**config.mk**
```make
export PLATFORM = sky130hd
export DESIGN_NAME = key_value_line_tokenizer
export DESIGN_NICKNAME = d
export VERILOG_FILES = /design/src/rtl/kvlt_pkg.sv /design/src/rtl/kvlt_front.sv /design/src/rtl/kvlt_queue.sv /design/src/rtl/kvlt_back.sv /design/src/rtl/key_value_line_tokenizer.sv
export SDC_FILE = /design/constraint.sdc
export NUM_CORES = 1
export LEC_CHECK = 0
export BUFFER_PORTS_ARGS = -buffer_cell sky130_fd_sc_hd__buf_2
export CAP_MARGIN = 0
export CELL_PAD_IN_SITES_DETAIL_PLACEMENT = 1
export CELL_PAD_IN_SITES_GLOBAL_PLACEMENT = 1
export CORE_ASPECT_RATIO = 1.4
export CORE_MARGIN = 5
export CORE_UTILIZATION = 30
export CTS_CLUSTER_DIAMETER = 60
export DETAILED_ROUTE_END_ITERATION = 10
export GPL_ROUTABILITY_DRIVEN = 0
export HOLD_SLACK_MARGIN = 0.1
export PLACE_DENSITY_LB_ADDON = 0.15
export SKIP_CTS_REPAIR_TIMING = 1
export SYNTH_ARGS = -nofsm -noshare
export SYNTH_HDL_FRONTEND = slang
export SYNTH_SLANG_ARGS = --single-unit
```
**constraint.sdc**
```tcl
create_clock -name clk -period 7.6 [get_ports clk]
set_input_delay 1.9 -clock clk [delete_from_list [all_inputs] [get_ports clk]]
set_output_delay 1.9 -clock clk [all_outputs]
set_load 0.02 [all_outputs]
```
**src/rtl/kvlt_pkg.sv**
```systemverilog
// ----------------------------------------------------------------------------
// kvlt_pkg
// shared types, codes and character helpers for the key/value line tokenizer
// ----------------------------------------------------------------------------
package kvlt_pkg;

  localparam int LINE_BITS_DEF   = 16;
  localparam int QUEUE_DEPTH_DEF = 4;
  localparam int LNUM_W          = 16;

  // result kinds
  localparam logic [2:0] KIND_NAME  = 3'd0;
  localparam logic [2:0] KIND_VALUE = 3'd1;
  localparam logic [2:0] KIND_PAIR  = 3'd2;
  localparam logic [2:0] KIND_INCL  = 3'd3;
  localparam logic [2:0] KIND_ERR   = 3'd4;

  // error codes
  localparam logic [2:0] ERR_NAME_LONG  = 3'd0;
  localparam logic [2:0] ERR_NO_NAME    = 3'd1;
  localparam logic [2:0] ERR_EOL_NO_EQ  = 3'd2;
  localparam logic [2:0] ERR_JUNK       = 3'd3;
  localparam logic [2:0] ERR_VALUE_LONG = 3'd4;
  localparam logic [2:0] ERR_OPEN_QUOTE = 3'd5;

  // configuration register indexes
  localparam logic CFG_NAME_LIMIT  = 1'b0;
  localparam logic CFG_VALUE_LIMIT = 1'b1;

  // characters
  localparam logic [7:0] CH_NL    = 8'h0a;
  localparam logic [7:0] CH_SPACE = 8'h20;
  localparam logic [7:0] CH_HASH  = 8'h23;
  localparam logic [7:0] CH_QUOTE = 8'h22;
  localparam logic [7:0] CH_EQ    = 8'h3d;
  localparam logic [7:0] CH_UNDER = 8'h5f;
  localparam logic [7:0] CH_MINUS = 8'h2d;

  localparam logic [2:0] INCL_LEN = 3'd7;

  typedef struct packed {
    logic [7:0] byte_req;
    logic       end_of_file;
  } in_t;

  typedef struct packed {
    logic [2:0]        kind;
    logic [7:0]        char_out;
    logic [2:0]        error_code;
    logic [LNUM_W-1:0] line_number;
    logic              last;
  } out_t;

  // one queue entry: the results of one input item
  typedef struct packed {
    logic two;
    out_t r0;
    out_t r1;
  } ent_t;

  function automatic logic is_space(input logic [7:0] c);
    return (c == CH_SPACE) || ((c >= 8'd9) && (c <= 8'd13));
  endfunction

  function automatic logic is_name_char(input logic [7:0] c);
    return ((c >= 8'h61) && (c <= 8'h7a)) || ((c >= 8'h41) && (c <= 8'h5a)) ||
           ((c >= 8'h30) && (c <= 8'h39)) || (c == CH_UNDER) || (c == CH_MINUS);
  endfunction

  // letters of the word include
  function automatic logic [7:0] incl_char(input logic [2:0] idx);
    logic [7:0] r;
    unique case (idx)
      3'd0:    r = 8'h69;
      3'd1:    r = 8'h6e;
      3'd2:    r = 8'h63;
      3'd3:    r = 8'h6c;
      3'd4:    r = 8'h75;
      3'd5:    r = 8'h64;
      3'd6:    r = 8'h65;
      default: r = 8'h00;
    endcase
    return r;
  endfunction

endpackage

```
**src/rtl/kvlt_front.sv**
```systemverilog
// ----------------------------------------------------------------------------
// kvlt_front
// classifies each byte, runs the line state machine and forms its results
// ----------------------------------------------------------------------------
module kvlt_front #(
  parameter int LINE_BITS = kvlt_pkg::LINE_BITS_DEF
) (
  input  logic           clk,
  input  logic           rst_n,
  input  logic           acc,
  input  kvlt_pkg::in_t  in_data,
  input  logic           cfg_we,
  input  logic           cfg_index,
  input  logic [7:0]     cfg_wdata,
  output logic           push,
  output kvlt_pkg::ent_t push_ent
);
  import kvlt_pkg::*;

  localparam logic [2:0] M_START   = 3'd0;
  localparam logic [2:0] M_COMMENT = 3'd1;
  localparam logic [2:0] M_NAME    = 3'd2;
  localparam logic [2:0] M_AFTER   = 3'd3;
  localparam logic [2:0] M_VALUE   = 3'd4;
  localparam logic [2:0] M_INCVAL  = 3'd5;
  localparam logic [2:0] M_HALT    = 3'd6;

  logic [7:0]           name_limit_r, value_limit_r;
  logic [2:0]           mode_r, mode_nxt;
  logic [7:0]           name_count_r, name_count_nxt;
  logic [7:0]           value_count_r, value_count_nxt;
  logic                 quote_r, quote_nxt;
  logic                 vcmt_r, vcmt_nxt;
  logic                 sp_r, sp_nxt;
  logic [2:0]           incm_r, incm_nxt;
  logic [LINE_BITS-1:0] line_r, line_nxt, res_line;

  logic [7:0] c;
  logic       eof, nl;
  logic       go_name, go_after, go_value, inc_v;
  logic [7:0] nc, vc;
  logic [2:0] im;
  logic       q, cm, sp, add2;
  logic [8:0] sum;
  logic       do_push, two;
  logic [2:0] k0, e0;
  logic [7:0] ch0;

  assign c   = in_data.byte_req;
  assign eof = in_data.end_of_file;
  assign nl  = !eof && (c == CH_NL);

  always_comb begin
    mode_nxt        = mode_r;
    name_count_nxt  = name_count_r;
    value_count_nxt = value_count_r;
    quote_nxt       = quote_r;
    vcmt_nxt        = vcmt_r;
    sp_nxt          = sp_r;
    incm_nxt        = incm_r;
    line_nxt        = line_r;
    res_line        = line_r;
    go_name  = 1'b0;
    go_after = 1'b0;
    go_value = 1'b0;
    inc_v    = (mode_r == M_INCVAL);
    nc  = name_count_r;
    im  = incm_r;
    vc  = value_count_r;
    q   = quote_r;
    cm  = vcmt_r;
    sp  = sp_r;
    add2 = 1'b0;
    sum  = '0;
    do_push = 1'b0;
    two = 1'b0;
    k0  = KIND_NAME;
    e0  = '0;
    ch0 = '0;

    if (acc && (mode_r < M_HALT)) begin
      if (nl && (line_r != '1)) begin
        line_nxt = line_r + LINE_BITS'(1);
      end
      res_line = line_nxt;

      unique case (mode_r)
        M_START: begin
          if (eof) begin
            mode_nxt = M_START;
            line_nxt = LINE_BITS'(1);
          end else if (is_space(c)) begin
            mode_nxt = M_START;
          end else if (c == CH_HASH) begin
            mode_nxt = M_COMMENT;
          end else begin
            nc = '0;
            im = '0;
            go_name = 1'b1;
          end
        end
        M_COMMENT: begin
          if (eof) begin
            mode_nxt = M_START;
            line_nxt = LINE_BITS'(1);
          end else if (nl) begin
            mode_nxt = M_START;
          end
        end
        M_NAME:   go_name  = 1'b1;
        M_AFTER:  go_after = 1'b1;
        M_VALUE,
        M_INCVAL: go_value = 1'b1;
        default:  mode_nxt = mode_r;
      endcase

      // name characters and the end of a name
      if (go_name) begin
        if (!eof && is_name_char(c)) begin
          if (nc == name_limit_r) begin
            mode_nxt = M_HALT;
            do_push = 1'b1;
            k0 = KIND_ERR;
            e0 = ERR_NAME_LONG;
          end else begin
            incm_nxt = im;
            if ((im == nc[2:0]) && (nc < 8'd7) && (c == incl_char(nc[2:0]))) begin
              incm_nxt = im + 3'd1;
            end
            do_push = 1'b1;
            k0  = KIND_NAME;
            ch0 = c;
            name_count_nxt = nc + 8'd1;
            mode_nxt = M_NAME;
          end
        end else if (nc == 8'd0) begin
          mode_nxt = M_HALT;
          do_push = 1'b1;
          k0 = KIND_ERR;
          e0 = ERR_NO_NAME;
        end else if ((im == INCL_LEN) && (nc == 8'd7)) begin
          // include takes its value without =
          mode_nxt = M_INCVAL;
          inc_v = 1'b1;
          vc = '0;
          q  = 1'b0;
          cm = 1'b0;
          sp = 1'b0;
          go_value = 1'b1;
        end else begin
          mode_nxt = M_AFTER;
          go_after = 1'b1;
        end
      end

      // between name and =
      if (go_after) begin
        if (eof || nl) begin
          mode_nxt = M_HALT;
          do_push = 1'b1;
          k0 = KIND_ERR;
          e0 = ERR_EOL_NO_EQ;
        end else if (c == CH_EQ) begin
          mode_nxt        = M_VALUE;
          value_count_nxt = '0;
          quote_nxt       = 1'b0;
          vcmt_nxt        = 1'b0;
          sp_nxt          = 1'b0;
        end else if (!is_space(c)) begin
          mode_nxt = M_HALT;
          do_push = 1'b1;
          k0 = KIND_ERR;
          e0 = ERR_JUNK;
        end
      end

      // value characters
      if (go_value) begin
        value_count_nxt = vc;
        quote_nxt       = q;
        vcmt_nxt        = cm;
        sp_nxt          = sp;
        if (eof || nl) begin
          do_push = 1'b1;
          if (q) begin
            mode_nxt = M_HALT;
            k0 = KIND_ERR;
            e0 = ERR_OPEN_QUOTE;
          end else begin
            k0 = inc_v ? KIND_INCL : KIND_PAIR;
            mode_nxt = M_START;
            if (eof) begin
              name_count_nxt  = '0;
              value_count_nxt = '0;
              quote_nxt       = 1'b0;
              vcmt_nxt        = 1'b0;
              sp_nxt          = 1'b0;
              incm_nxt        = '0;
              line_nxt        = LINE_BITS'(1);
            end
          end
        end else begin
          vcmt_nxt = cm || (c == CH_HASH);
          if ((is_space(c) && !q) || vcmt_nxt) begin
            sp_nxt = 1'b1;
          end else if (c == CH_QUOTE) begin
            quote_nxt = !q;
          end else begin
            add2 = sp && (vc != 8'd0);
            sum  = {1'b0, vc} + (add2 ? 9'd2 : 9'd1);
            do_push = 1'b1;
            if (sum > {1'b0, value_limit_r}) begin
              mode_nxt = M_HALT;
              k0 = KIND_ERR;
              e0 = ERR_VALUE_LONG;
            end else begin
              two = add2;
              k0  = KIND_VALUE;
              ch0 = add2 ? CH_SPACE : c;
              value_count_nxt = sum[7:0];
              sp_nxt = 1'b0;
            end
          end
        end
      end
    end
  end

  assign push = do_push;

  always_comb begin
    push_ent.two            = two;
    push_ent.r0.kind        = k0;
    push_ent.r0.char_out    = ch0;
    push_ent.r0.error_code  = e0;
    push_ent.r0.line_number = LNUM_W'(res_line);
    push_ent.r0.last        = !two;
    push_ent.r1.kind        = KIND_VALUE;
    push_ent.r1.char_out    = c;
    push_ent.r1.error_code  = '0;
    push_ent.r1.line_number = LNUM_W'(res_line);
    push_ent.r1.last        = 1'b1;
  end

  always_ff @(posedge clk) begin
    if (!rst_n) begin
      name_limit_r  <= 8'd255;
      value_limit_r <= 8'd255;
      mode_r        <= M_START;
      name_count_r  <= '0;
      value_count_r <= '0;
      quote_r       <= 1'b0;
      vcmt_r        <= 1'b0;
      sp_r          <= 1'b0;
      incm_r        <= '0;
      line_r        <= LINE_BITS'(1);
    end else begin
      if (cfg_we && (cfg_index == CFG_NAME_LIMIT)) begin
        name_limit_r <= cfg_wdata;
      end
      if (cfg_we && (cfg_index == CFG_VALUE_LIMIT)) begin
        value_limit_r <= cfg_wdata;
      end
      mode_r        <= mode_nxt;
      name_count_r  <= name_count_nxt;
      value_count_r <= value_count_nxt;
      quote_r       <= quote_nxt;
      vcmt_r        <= vcmt_nxt;
      sp_r          <= sp_nxt;
      incm_r        <= incm_nxt;
      line_r        <= line_nxt;
    end
  end

endmodule

```
**src/rtl/kvlt_queue.sv**
```systemverilog
// ----------------------------------------------------------------------------
// kvlt_queue
// short fifo of result entries between the front and the back
// ----------------------------------------------------------------------------
module kvlt_queue #(
  parameter int DEPTH = kvlt_pkg::QUEUE_DEPTH_DEF
) (
  input  logic           clk,
  input  logic           rst_n,
  input  logic           push,
  input  kvlt_pkg::ent_t wr_ent,
  input  logic           pop,
  output kvlt_pkg::ent_t rd_ent,
  output logic           not_full,
  output logic           not_empty
);
  import kvlt_pkg::*;

  localparam int PW = (DEPTH > 1) ? $clog2(DEPTH) : 1;
  localparam int CW = $clog2(DEPTH + 1);
  localparam logic [PW-1:0] PTR_LAST = PW'(DEPTH - 1);
  localparam logic [CW-1:0] CNT_FULL = CW'(DEPTH);

  ent_t          mem_r [DEPTH];
  logic [PW-1:0] wr_ptr_r, wr_ptr_nxt, rd_ptr_r, rd_ptr_nxt;
  logic [CW-1:0] cnt_r, cnt_nxt;

  assign not_full  = (cnt_r != CNT_FULL);
  assign not_empty = (cnt_r != '0);
  assign rd_ent    = mem_r[rd_ptr_r];

  always_comb begin
    wr_ptr_nxt = wr_ptr_r;
    rd_ptr_nxt = rd_ptr_r;
    cnt_nxt    = cnt_r;
    if (push) begin
      wr_ptr_nxt = (wr_ptr_r == PTR_LAST) ? '0 : wr_ptr_r + PW'(1);
    end
    if (pop) begin
      rd_ptr_nxt = (rd_ptr_r == PTR_LAST) ? '0 : rd_ptr_r + PW'(1);
    end
    if (push && !pop) begin
      cnt_nxt = cnt_r + CW'(1);
    end else if (pop && !push) begin
      cnt_nxt = cnt_r - CW'(1);
    end
  end

  always_ff @(posedge clk) begin
    if (push) begin
      mem_r[wr_ptr_r] <= wr_ent;
    end
  end

  always_ff @(posedge clk) begin
    if (!rst_n) begin
      wr_ptr_r <= '0;
      rd_ptr_r <= '0;
      cnt_r    <= '0;
    end else begin
      wr_ptr_r <= wr_ptr_nxt;
      rd_ptr_r <= rd_ptr_nxt;
      cnt_r    <= cnt_nxt;
    end
  end

endmodule

```
**src/rtl/kvlt_back.sv**
```systemverilog
// ----------------------------------------------------------------------------
// kvlt_back
// unpacks queue entries into single results behind an output register
// ----------------------------------------------------------------------------
module kvlt_back (
  input  logic           clk,
  input  logic           rst_n,
  input  logic           q_not_empty,
  input  kvlt_pkg::ent_t q_ent,
  output logic           q_pop,
  output logic           out_valid,
  input  logic           out_ready,
  output kvlt_pkg::out_t out_data
);
  import kvlt_pkg::*;

  logic out_valid_r, out_valid_nxt;
  out_t out_data_r, out_data_nxt;
  logic pend_r, pend_nxt;
  out_t second_r;
  logic load;

  assign load = !out_valid_r || out_ready;

  always_comb begin
    out_valid_nxt = out_valid_r;
    out_data_nxt  = out_data_r;
    pend_nxt      = pend_r;
    q_pop         = 1'b0;
    if (load) begin
      if (pend_r) begin
        out_valid_nxt = 1'b1;
        out_data_nxt  = second_r;
        pend_nxt      = 1'b0;
      end else if (q_not_empty) begin
        q_pop         = 1'b1;
        out_valid_nxt = 1'b1;
        out_data_nxt  = q_ent.r0;
        pend_nxt      = q_ent.two;
      end else begin
        out_valid_nxt = 1'b0;
      end
    end
  end

  always_ff @(posedge clk) begin
    out_data_r <= out_data_nxt;
    if (q_pop) begin
      second_r <= q_ent.r1;
    end
  end

  always_ff @(posedge clk) begin
    if (!rst_n) begin
      out_valid_r <= 1'b0;
      pend_r      <= 1'b0;
    end else begin
      out_valid_r <= out_valid_nxt;
      pend_r      <= pend_nxt;
    end
  end

  assign out_valid = out_valid_r;
  assign out_data  = out_data_r;

endmodule

```
**src/rtl/key_value_line_tokenizer.sv**
```systemverilog
// ----------------------------------------------------------------------------
// key_value_line_tokenizer
// streaming tokenizer for name=value configuration lines
// ----------------------------------------------------------------------------
// Takes one byte (or an end-of-file mark) per input transfer and emits name
// characters, value characters, a completion mark per pair or include line
// and at most one fatal error, after which the block swallows input until
// reset. The front end takes one input transfer every cycle while its queue
// has room; each byte yields zero, one or two results, and the back end
// delivers one result per cycle while the sink is ready, so input runs at
// one byte per cycle except where a collapsed space plus a character come
// out as two results. Results pass through the queue entry and then the
// output register. Limits must be written through the cfg port only while
// the block is idle; the block itself does not enforce this.
// ----------------------------------------------------------------------------
module key_value_line_tokenizer #(
  parameter int LINE_BITS   = kvlt_pkg::LINE_BITS_DEF,
  parameter int QUEUE_DEPTH = kvlt_pkg::QUEUE_DEPTH_DEF
) (
  input  logic           clk,
  input  logic           rst_n,
  // input byte channel
  input  logic           in_valid,
  output logic           in_ready,
  input  kvlt_pkg::in_t  in_data,
  // result channel
  output logic           out_valid,
  input  logic           out_ready,
  output kvlt_pkg::out_t out_data,
  // configuration write port
  input  logic           cfg_we,
  input  logic           cfg_index,
  input  logic [7:0]     cfg_wdata
);
  import kvlt_pkg::*;

  logic acc;
  logic push, pop;
  logic q_not_full, q_not_empty;
  ent_t push_ent, head_ent;

  // input transfer whenever the queue can take a full entry
  assign in_ready = q_not_full;
  assign acc      = in_valid && in_ready;

  // front: byte classification and the line state machine
  kvlt_front #(
    .LINE_BITS(LINE_BITS)
  ) u_front (
    .clk      (clk),
    .rst_n    (rst_n),
    .acc      (acc),
    .in_data  (in_data),
    .cfg_we   (cfg_we),
    .cfg_index(cfg_index),
    .cfg_wdata(cfg_wdata),
    .push     (push),
    .push_ent (push_ent)
  );

  // decoupling queue, one entry holds all results of one byte
  kvlt_queue #(
    .DEPTH(QUEUE_DEPTH)
  ) u_queue (
    .clk      (clk),
    .rst_n    (rst_n),
    .push     (push),
    .wr_ent   (push_ent),
    .pop      (pop),
    .rd_ent   (head_ent),
    .not_full (q_not_full),
    .not_empty(q_not_empty)
  );

  // back: serialises entries onto the result channel
  kvlt_back u_back (
    .clk        (clk),
    .rst_n      (rst_n),
    .q_not_empty(q_not_empty),
    .q_ent      (head_ent),
    .q_pop      (pop),
    .out_valid  (out_valid),
    .out_ready  (out_ready),
    .out_data   (out_data)
  );

endmodule

```
[Yosys cells after proc, flatten, opt, wreduce, memory -nomap -nowiden]
Memories as Yosys holds them, arrays and structs flattened. A register that Yosys moved wholly into a read port is not among the register bits.
Cells that the tools add are included.
Widths: inputs -> output; s select.
Word-level totals
  bits in registers: 128
  memory bits (writable): 224
  input port bits: 23
  output and inout bits: 33
  memories: 1
Memory list
  u_queue.mem_r: words 4, bits a word 56, read ports 1, clocked after Yosys merged registers in 1, wr ports 1, line kvlt_queue.sv:24  | ent_t mem_r [DEPTH];
Cells by class
  add/sub/neg operators: 8
  order comparisons: 11
  equal/unequal tests: 28
  multiplexer cells: 205
  bitwise operators: 1
  reduce and logical (&&, ||, !) cells: 46
Operators by type and width (number)
  $mux 8: 41
  $mux 3: 63
  $mux 16: 8
  $mux 1: 83
  $mux 31: 2
  $pmux 7 s7: 1
  $eq 8x6->1 const B: 5
  $eq 3x3->1 const B: 6
  $logic_and 1x1->1: 18
  $add 16x1->16 const B: 1
  $eq 8x8->1: 2
  $ge 8x7->1 const B: 2
  $le 8x7->1 const B: 2
  $ne 16x16->1 const B: 1
  $eq 3x2->1 const B: 4
  $mux 2: 5
  $add 8x9->9: 1
  $gt 9x8->1: 1
  $logic_or 1x1->1: 9
  $add 8x1->8 const B: 1
  $eq 8x3->1 const B: 1
  $eq 8x4->1 const B: 1
  $eq 8x7->1 const B: 1
  $ge 8x4->1 const B: 1
  25 further kinds: 39

[Depth between registers and ports, before layout]
  word-level depth: 26
  gate-level depth with buffers: 32
  gate-level depth less buffers: 28

[Cells and area by module]
Synthesis repeated with hierarchy kept, for this count alone.
Unflattened totals
  cells, all modules: 1150
  area, all modules: 16987.5 µm²
Modules (own cells, without submodules)
  kvlt_queue: times used 1, cells each 374, area each 9621.7 µm²
  kvlt_front: times used 1, cells each 667, area each 4889.7 µm²
  kvlt_back: times used 1, cells each 108, area each 2469.9 µm²
  key_value_line_tokenizer: times used 1, cells each 1, area each 6.3 µm²

[Worst setup path after synthesis]
No wires, ideal clock.
  path kind: in2reg
  start: in in_data[4] (netlist bit)
  end: mem u_queue.mem_r[0][24] (netlist bit), data pin
  setup time: 282 ps
  arrival: 7645 ps
  data required time: 7318 ps
  slack: -327 ps
  stages: 31
  buffers on the path: 4
  path through: buf_6 or4b_4 o31a_1 a21bo_1 buf_6 clkbuf_1 nand2_1 inv_1 ha_1 and3_1 and4_1 o21ai_0 and2_1 ha_1 ha_1 a21oi_1 nor2_1 and3_1 buf_1 xnor2_1 nor2_1 ha_1 o21ai_0 nand2b_1 o21ai_0 a21oi_1 a31o_2 o31a_2 nand2b_1 nor3_1 inv_1
RTL lines
  start, declared: line key_value_line_tokenizer.sv:25  | input kvlt_pkg::in_t in_data,
  end, declared: line kvlt_queue.sv:24

[Final worst setup path]
  start: in in_data[5] (netlist bit)
  end: reg u_front.value_count_r[7]
Between the ends
  word-level cells in the longest chain between the ends: 24
  elaborated cells between the ends (all ways): 96
RTL lines
  $ge 8x4->1 / $le 8x4->1 (equally long branches): line kvlt_pkg.sv:62  | return (c == CH_SPACE) || ((c >= 8'd9) && (c <= 8'd13));
  $logic_and 1x1->1: line kvlt_pkg.sv:62
  $logic_or 1x1->1: line kvlt_pkg.sv:62
  $mux 8 / $mux 3 (equally long branches): line kvlt_front.sv:92  | end else if (is_space(c)) begin
  $mux 8 / $mux 3 (equally long branches): line kvlt_front.sv:89  | if (eof) begin
  $mux 8 / $mux 3 (equally long branches): line kvlt_front.sv:87  | unique case (mode_r)
  $mux 8 / $mux 3 (equally long branches): line kvlt_front.sv:81  | if (acc && (mode_r < M_HALT)) begin
  $eq 8x3->1 / $eq 3x3->1 (equally long branches): line kvlt_front.sv:141  | end else if ((im == INCL_LEN) && (nc == 8'd7)) begin
  [... 8 more ...]
  $mux 2: line kvlt_front.sv:210  | sum = {1'b0, vc} + (add2 ? 9'd2 : 9'd1);
  $add 8x9->9: line kvlt_front.sv:210
  $gt 9x8->1: line kvlt_front.sv:212  | if (sum > {1'b0, value_limit_r}) begin
  $mux 8: line kvlt_front.sv:212
  $mux 8: line kvlt_front.sv:206  | end else if (c == CH_QUOTE) begin
  $mux 8: line kvlt_front.sv:204  | if ((is_space(c) && !q) || vcmt_nxt) begin
  $mux 8: line kvlt_front.sv:183  | if (eof || nl) begin
  $mux 8: line kvlt_front.sv:178  | if (go_value) begin
  end signal, assigned: line kvlt_front.sv:266  | value_count_r <= value_count_nxt;
  end, declared: line kvlt_front.sv:31  | logic [7:0] value_count_r, value_count_nxt;
Parallel ways exist; a longest one is shown, timed or not. The select of a mux whose other input is x is not followed.
A chain may end at the register's enable or synchronous reset.

==> impl_metrics.prom <==
# TYPE chip_impl_metric gauge
chip_impl_metric{name="critPathMaxFanout",unit=""} 9
chip_impl_metric{name="tns",unit="ns"} 0
chip_impl_metric{name="grt_resource_usage_total",unit=""} 0.141
chip_impl_metric{name="stdcell_area",unit="µm²"} 15300
chip_impl_info{name="critical_path_launch_point_type",value="primary input"} 1
chip_impl_info{name="setup.worst_path.end_class",value="flip-flop"} 1
chip_impl_metric{name="rows",unit=""} 89
chip_impl_info{name="worst_hold_path_type",value="flip-flop to flip-flop"} 1
chip_impl_metric{name="yosys.area_share.simple",unit=""} 0.131
chip_impl_metric{name="mappedNetlistArea",unit="µm²"} 12800
chip_impl_metric{name="numPortBuffers",unit=""} 55
chip_impl_metric{name="total_number_of_yosys_warnings",unit=""} 0
chip_impl_metric{name="postRouteAntennaNets",unit=""} 0
chip_impl_info{name="critical-path-top-cell-by-count",value="sky130_fd_sc_hd__ha_1"} 1
chip_impl_metric{name="grt_pass1_wl",unit="mm"} 52.2
chip_impl_metric{name="netlist_instances",unit=""} 995
chip_impl_info{name="yosysTopAreaCell",value="sky130_fd_sc_hd__edfxtp_1"} 1
chip_impl_metric{name="die_area",unit="µm²"} 47100
chip_impl_metric{name="initialDrtViolationCount",unit=""} 317
chip_impl_metric{name="tightestPinTransition",unit="ns"} 1.03
chip_impl_metric{name="vias_in_the_first_global_route",unit=""} 9097
chip_impl_metric{name="io_pins",unit=""} 56
chip_impl_metric{name="wl",unit="mm"} 32.8
chip_impl_metric{name="maxCapViolCount",unit=""} 0
chip_impl_metric{name="grt_max_degree",unit=""} 41
chip_impl_info{name="layout_common_cells",value="sky130_fd_sc_hd__edfxtp_1 (215), sky130_fd_sc_hd__nand2_1 (78), sky130_fd_sc_hd__dfxtp_1 (65)"} 1
chip_impl_metric{name="setup_viol",unit=""} 0
chip_impl_metric{name="synth-edff-count",unit=""} 215
chip_impl_metric{name="placeableCoreArea",unit="µm²"} 42200
chip_impl_metric{name="post_synth_xor_area_fraction",unit=""} 0.0205
chip_impl_metric{name="dr_vias",unit=""} 8392
chip_impl_metric{name="cts_num_sinks",unit=""} 283
chip_impl_metric{name="wire_per_inst",unit="µm"} 19.7
chip_impl_info{name="run_status",value="finished, final reports clean"} 1
chip_impl_metric{name="area_growth",unit="%"} 18.9
chip_impl_info{name="layout_commonest_cell",value="sky130_fd_sc_hd__edfxtp_1"} 1
chip_impl_metric{name="max_freq",unit="MHz"} 139
chip_impl_metric{name="post-route-min-period",unit="ns"} 7.19
chip_impl_metric{name="seq_cells_post_synth",unit=""} 283
chip_impl_metric{name="async_flop_share",unit=""} 0
chip_impl_metric{name="worst_slew_margin_rel",unit=""} 0.308
chip_impl_metric{name="leakage",unit="µW"} 0.00536
chip_impl_metric{name="h_tree_depth",unit=""} 2
chip_impl_metric{name="worst-endpoint-arrival",unit="ns"} 7.59
chip_impl_metric{name="die_h",unit="µm"} 255
chip_impl_info{name="most_frequently_used_flop_master_after_synthesis",value="sky130_fd_sc_hd__edfxtp_1"} 1
chip_impl_info{name="largest_family_of_logic_cells_by_synthesized_area",value="simple AND/OR/NAND/NOR gates"} 1
chip_impl_metric{name="proportion_of_layout_cells_with_a_drive_suffix_above_1",unit=""} 0.248
chip_impl_metric{name="vdd_drop_max",unit="mV"} 0.145
chip_impl_info{name="critPathSlowestCell",value="sky130_fd_sc_hd__or4b_4"} 1
chip_impl_metric{name="drc_errors",unit=""} 0
chip_impl_metric{name="synth-compound-area-share",unit=""} 0.0881
chip_impl_metric{name="finish.cell_count_without_fillers",unit=""} 1665
chip_impl_metric{name="layout.nets",unit=""} 1141
chip_impl_metric{name="timing_max_transition_violations_final",unit=""} 0
chip_impl_metric{name="die_width",unit="µm"} 185
chip_impl_info{name="synth_top_cells_by_area",value="sky130_fd_sc_hd__edfxtp_1 (50%), sky130_fd_sc_hd__dfxtp_1 (11%), sky130_fd_sc_hd__mux4_2 (7.0%)"} 1
chip_impl_metric{name="grt_antenna_before_repair",unit=""} 0
chip_impl_info{name="cts_tree",value="done"} 1
chip_impl_metric{name="synth.avg_cell_area",unit="µm²"} 12.9
chip_impl_metric{name="clk_pin_slew",unit="ns"} 0.06
chip_impl_metric{name="powerDensity",unit="nW/µm²"} 317
chip_impl_info{name="cts_root_buffer",value="sky130_fd_sc_hd__clkbuf_16"} 1
chip_impl_metric{name="insertion_delay",unit="ns"} 0.52
chip_impl_metric{name="placed_cell_area",unit="µm²"} 14100
chip_impl_metric{name="critical_path_required",unit="ns"} 8.00
chip_impl_metric{name="synth_fa_ha_area_frac",unit=""} 0.0257
chip_impl_info{name="grt_setup_unrepaired",value="false"} 1
chip_impl_metric{name="syn-num-nets",unit=""} 1043
chip_impl_metric{name="place.detailed.instances",unit=""} 1603
chip_impl_metric{name="fin_crit_sh",unit=""} 0.946
chip_impl_metric{name="max_stage_delay",unit="ns"} 0.55
chip_impl_metric{name="ys_seq_area_frac",unit=""} 0.609
chip_impl_metric{name="floorplan.initialDensity",unit=""} 0.304
chip_impl_metric{name="post-route-util",unit=""} 0.362
chip_impl_metric{name="muxShareOfSynthArea",unit=""} 0.0978
chip_impl_metric{name="globalRouteOverflowTotal",unit=""} 0
chip_impl_info{name="worst-setup-path-type",value="primary input to flip-flop"} 1
chip_impl_metric{name="cts-buffers-inserted",unit=""} 34
chip_impl_metric{name="design_power_total",unit="µW"} 4830
chip_impl_metric{name="netlist-cell-type-count",unit=""} 71
chip_impl_metric{name="detail_route.vias_per_cell",unit=""} 5.04
chip_impl_metric{name="cts_buffer_depth",unit=""} 3
chip_impl_metric{name="synth_top_area_frac",unit=""} 0.503
chip_impl_metric{name="finalHoldViolations",unit=""} 0
chip_impl_metric{name="skew",unit="ns"} 0.0168
chip_impl_metric{name="num_antenna_cells",unit=""} 0
chip_impl_metric{name="drt-pass1-iter-count",unit=""} 5
chip_impl_metric{name="detailed_place_hpwl",unit="mm"} 22.3
-- worst paths after layout --
kind	cells after the start	slack, ns	end	startpoint
setup / recovery	29	0.41	u_front.value_count_r[7]	in_data[5]
hold reg to reg	2	0.50	u_front.value_limit_r[0]	u_front.value_limit_r[0]
setup reg to reg	30	1.56	u_front.value_count_r[7]	u_front.mode_r[2]
hold / removal	2	0.50	u_front.value_limit_r[0]	u_front.value_limit_r[0]
-- routing by layer --
layer  GRT usage  vias up  wire length [µm]
met3      0.0215       60              1030
li1            -     3979                 -
met1       0.164     4232             13400
met5           0        -                 0
met2       0.262      121             17300
met4      0.0493        0              1030
-- kinds of logic after synthesis --
logic type / count (synthesis)
compound gates: 170
xor+xnor: 30
fa+ha+maj: 26
buf+inv: 90
flops: 283
mux: 72
simple gates: 324
-- cell usage after synthesis (all sizes together) (3+ instances only) --
master,instances
a31o,6
or2,11
o311ai,4
and3,13
and2,20
inv,30
o211ai,17
nand2,78
a21o,5
a21oi,39
o31ai,7
mux2i,5
nand3b,4
nand4,13
nor3,20
xor2,14
xnor2,16
nand2b,11
a311oi,3
o21ai,35
clkbuf,43
nor2,60
buf,16
or3,4
or4,6
o22ai,4
a211oi,8
mux4,40
dfxtp,68
ha,24
nand3,34
o31a,4
edfxtp,215
mux2,27
a31oi,9
a22oi,4
nor4,16
nor2b,22
o21a,8
-- registers in the layout (all words and copies together), names as in the netlist, 2 cells and up, named ones only --
name                   cells
u_front.line_r            16
u_front.name_limit_r       8
u_queue.rd_ptr_r           2
u_queue.cnt_r              3
u_front.name_count_r       8
u_front.value_limit_r      8
u_front.value_count_r      8
u_front.incm_r             3
u_front.mode_r             3
u_queue.wr_ptr_r           2
u_queue.mem_r            160
u_back.out_data           31
u_back.second_r           24
-- report_power, final --
group | total (µW) | leakage (µW) | internal, µW | switching, µW
Sequential | 2110 | 0.00255 | 2030 | 86.1
Combinational | 1140 | 0.00227 | 465 | 676
Clock | 1580 | 0.000540 | 912 | 669
-- cell type report --
type | instances | area [µm²]
clock buffer | 40 | 915
sequential | 283 | 7820
tap | 546 | 683
inverter | 31 | 116
fill | 4440 | 26900
multi-input combinational | 622 | 4710
clock inverter | 22 | 179
timing repair buffer | 121 | 833
-- per-stage QoR --
stage | setup slack, ns | hold WS, ns
final | 0.408 | 0.497
after floorplan | 0.000870 | 0.445
after detailed placement | -0.286 | 0.493
after CTS | 0.244 | 0.504
after global routing | 0.0389 | 0.524
after global placement | -0.189 | 0.473
-- worst max-delay path, delay by kind of cell --
kind / cells / cell delay (ns)
buffers and inverters: 2 / 0.26
xor gates and xnor gates: 1 / 0.13
and+or+nand+nor: 11 / 2.38
adders and majority gates: 5 / 1.02
AOI/OAI and AO/OA: 10 / 1.89
No activity file was read; power rests on OpenSTA's default activity.
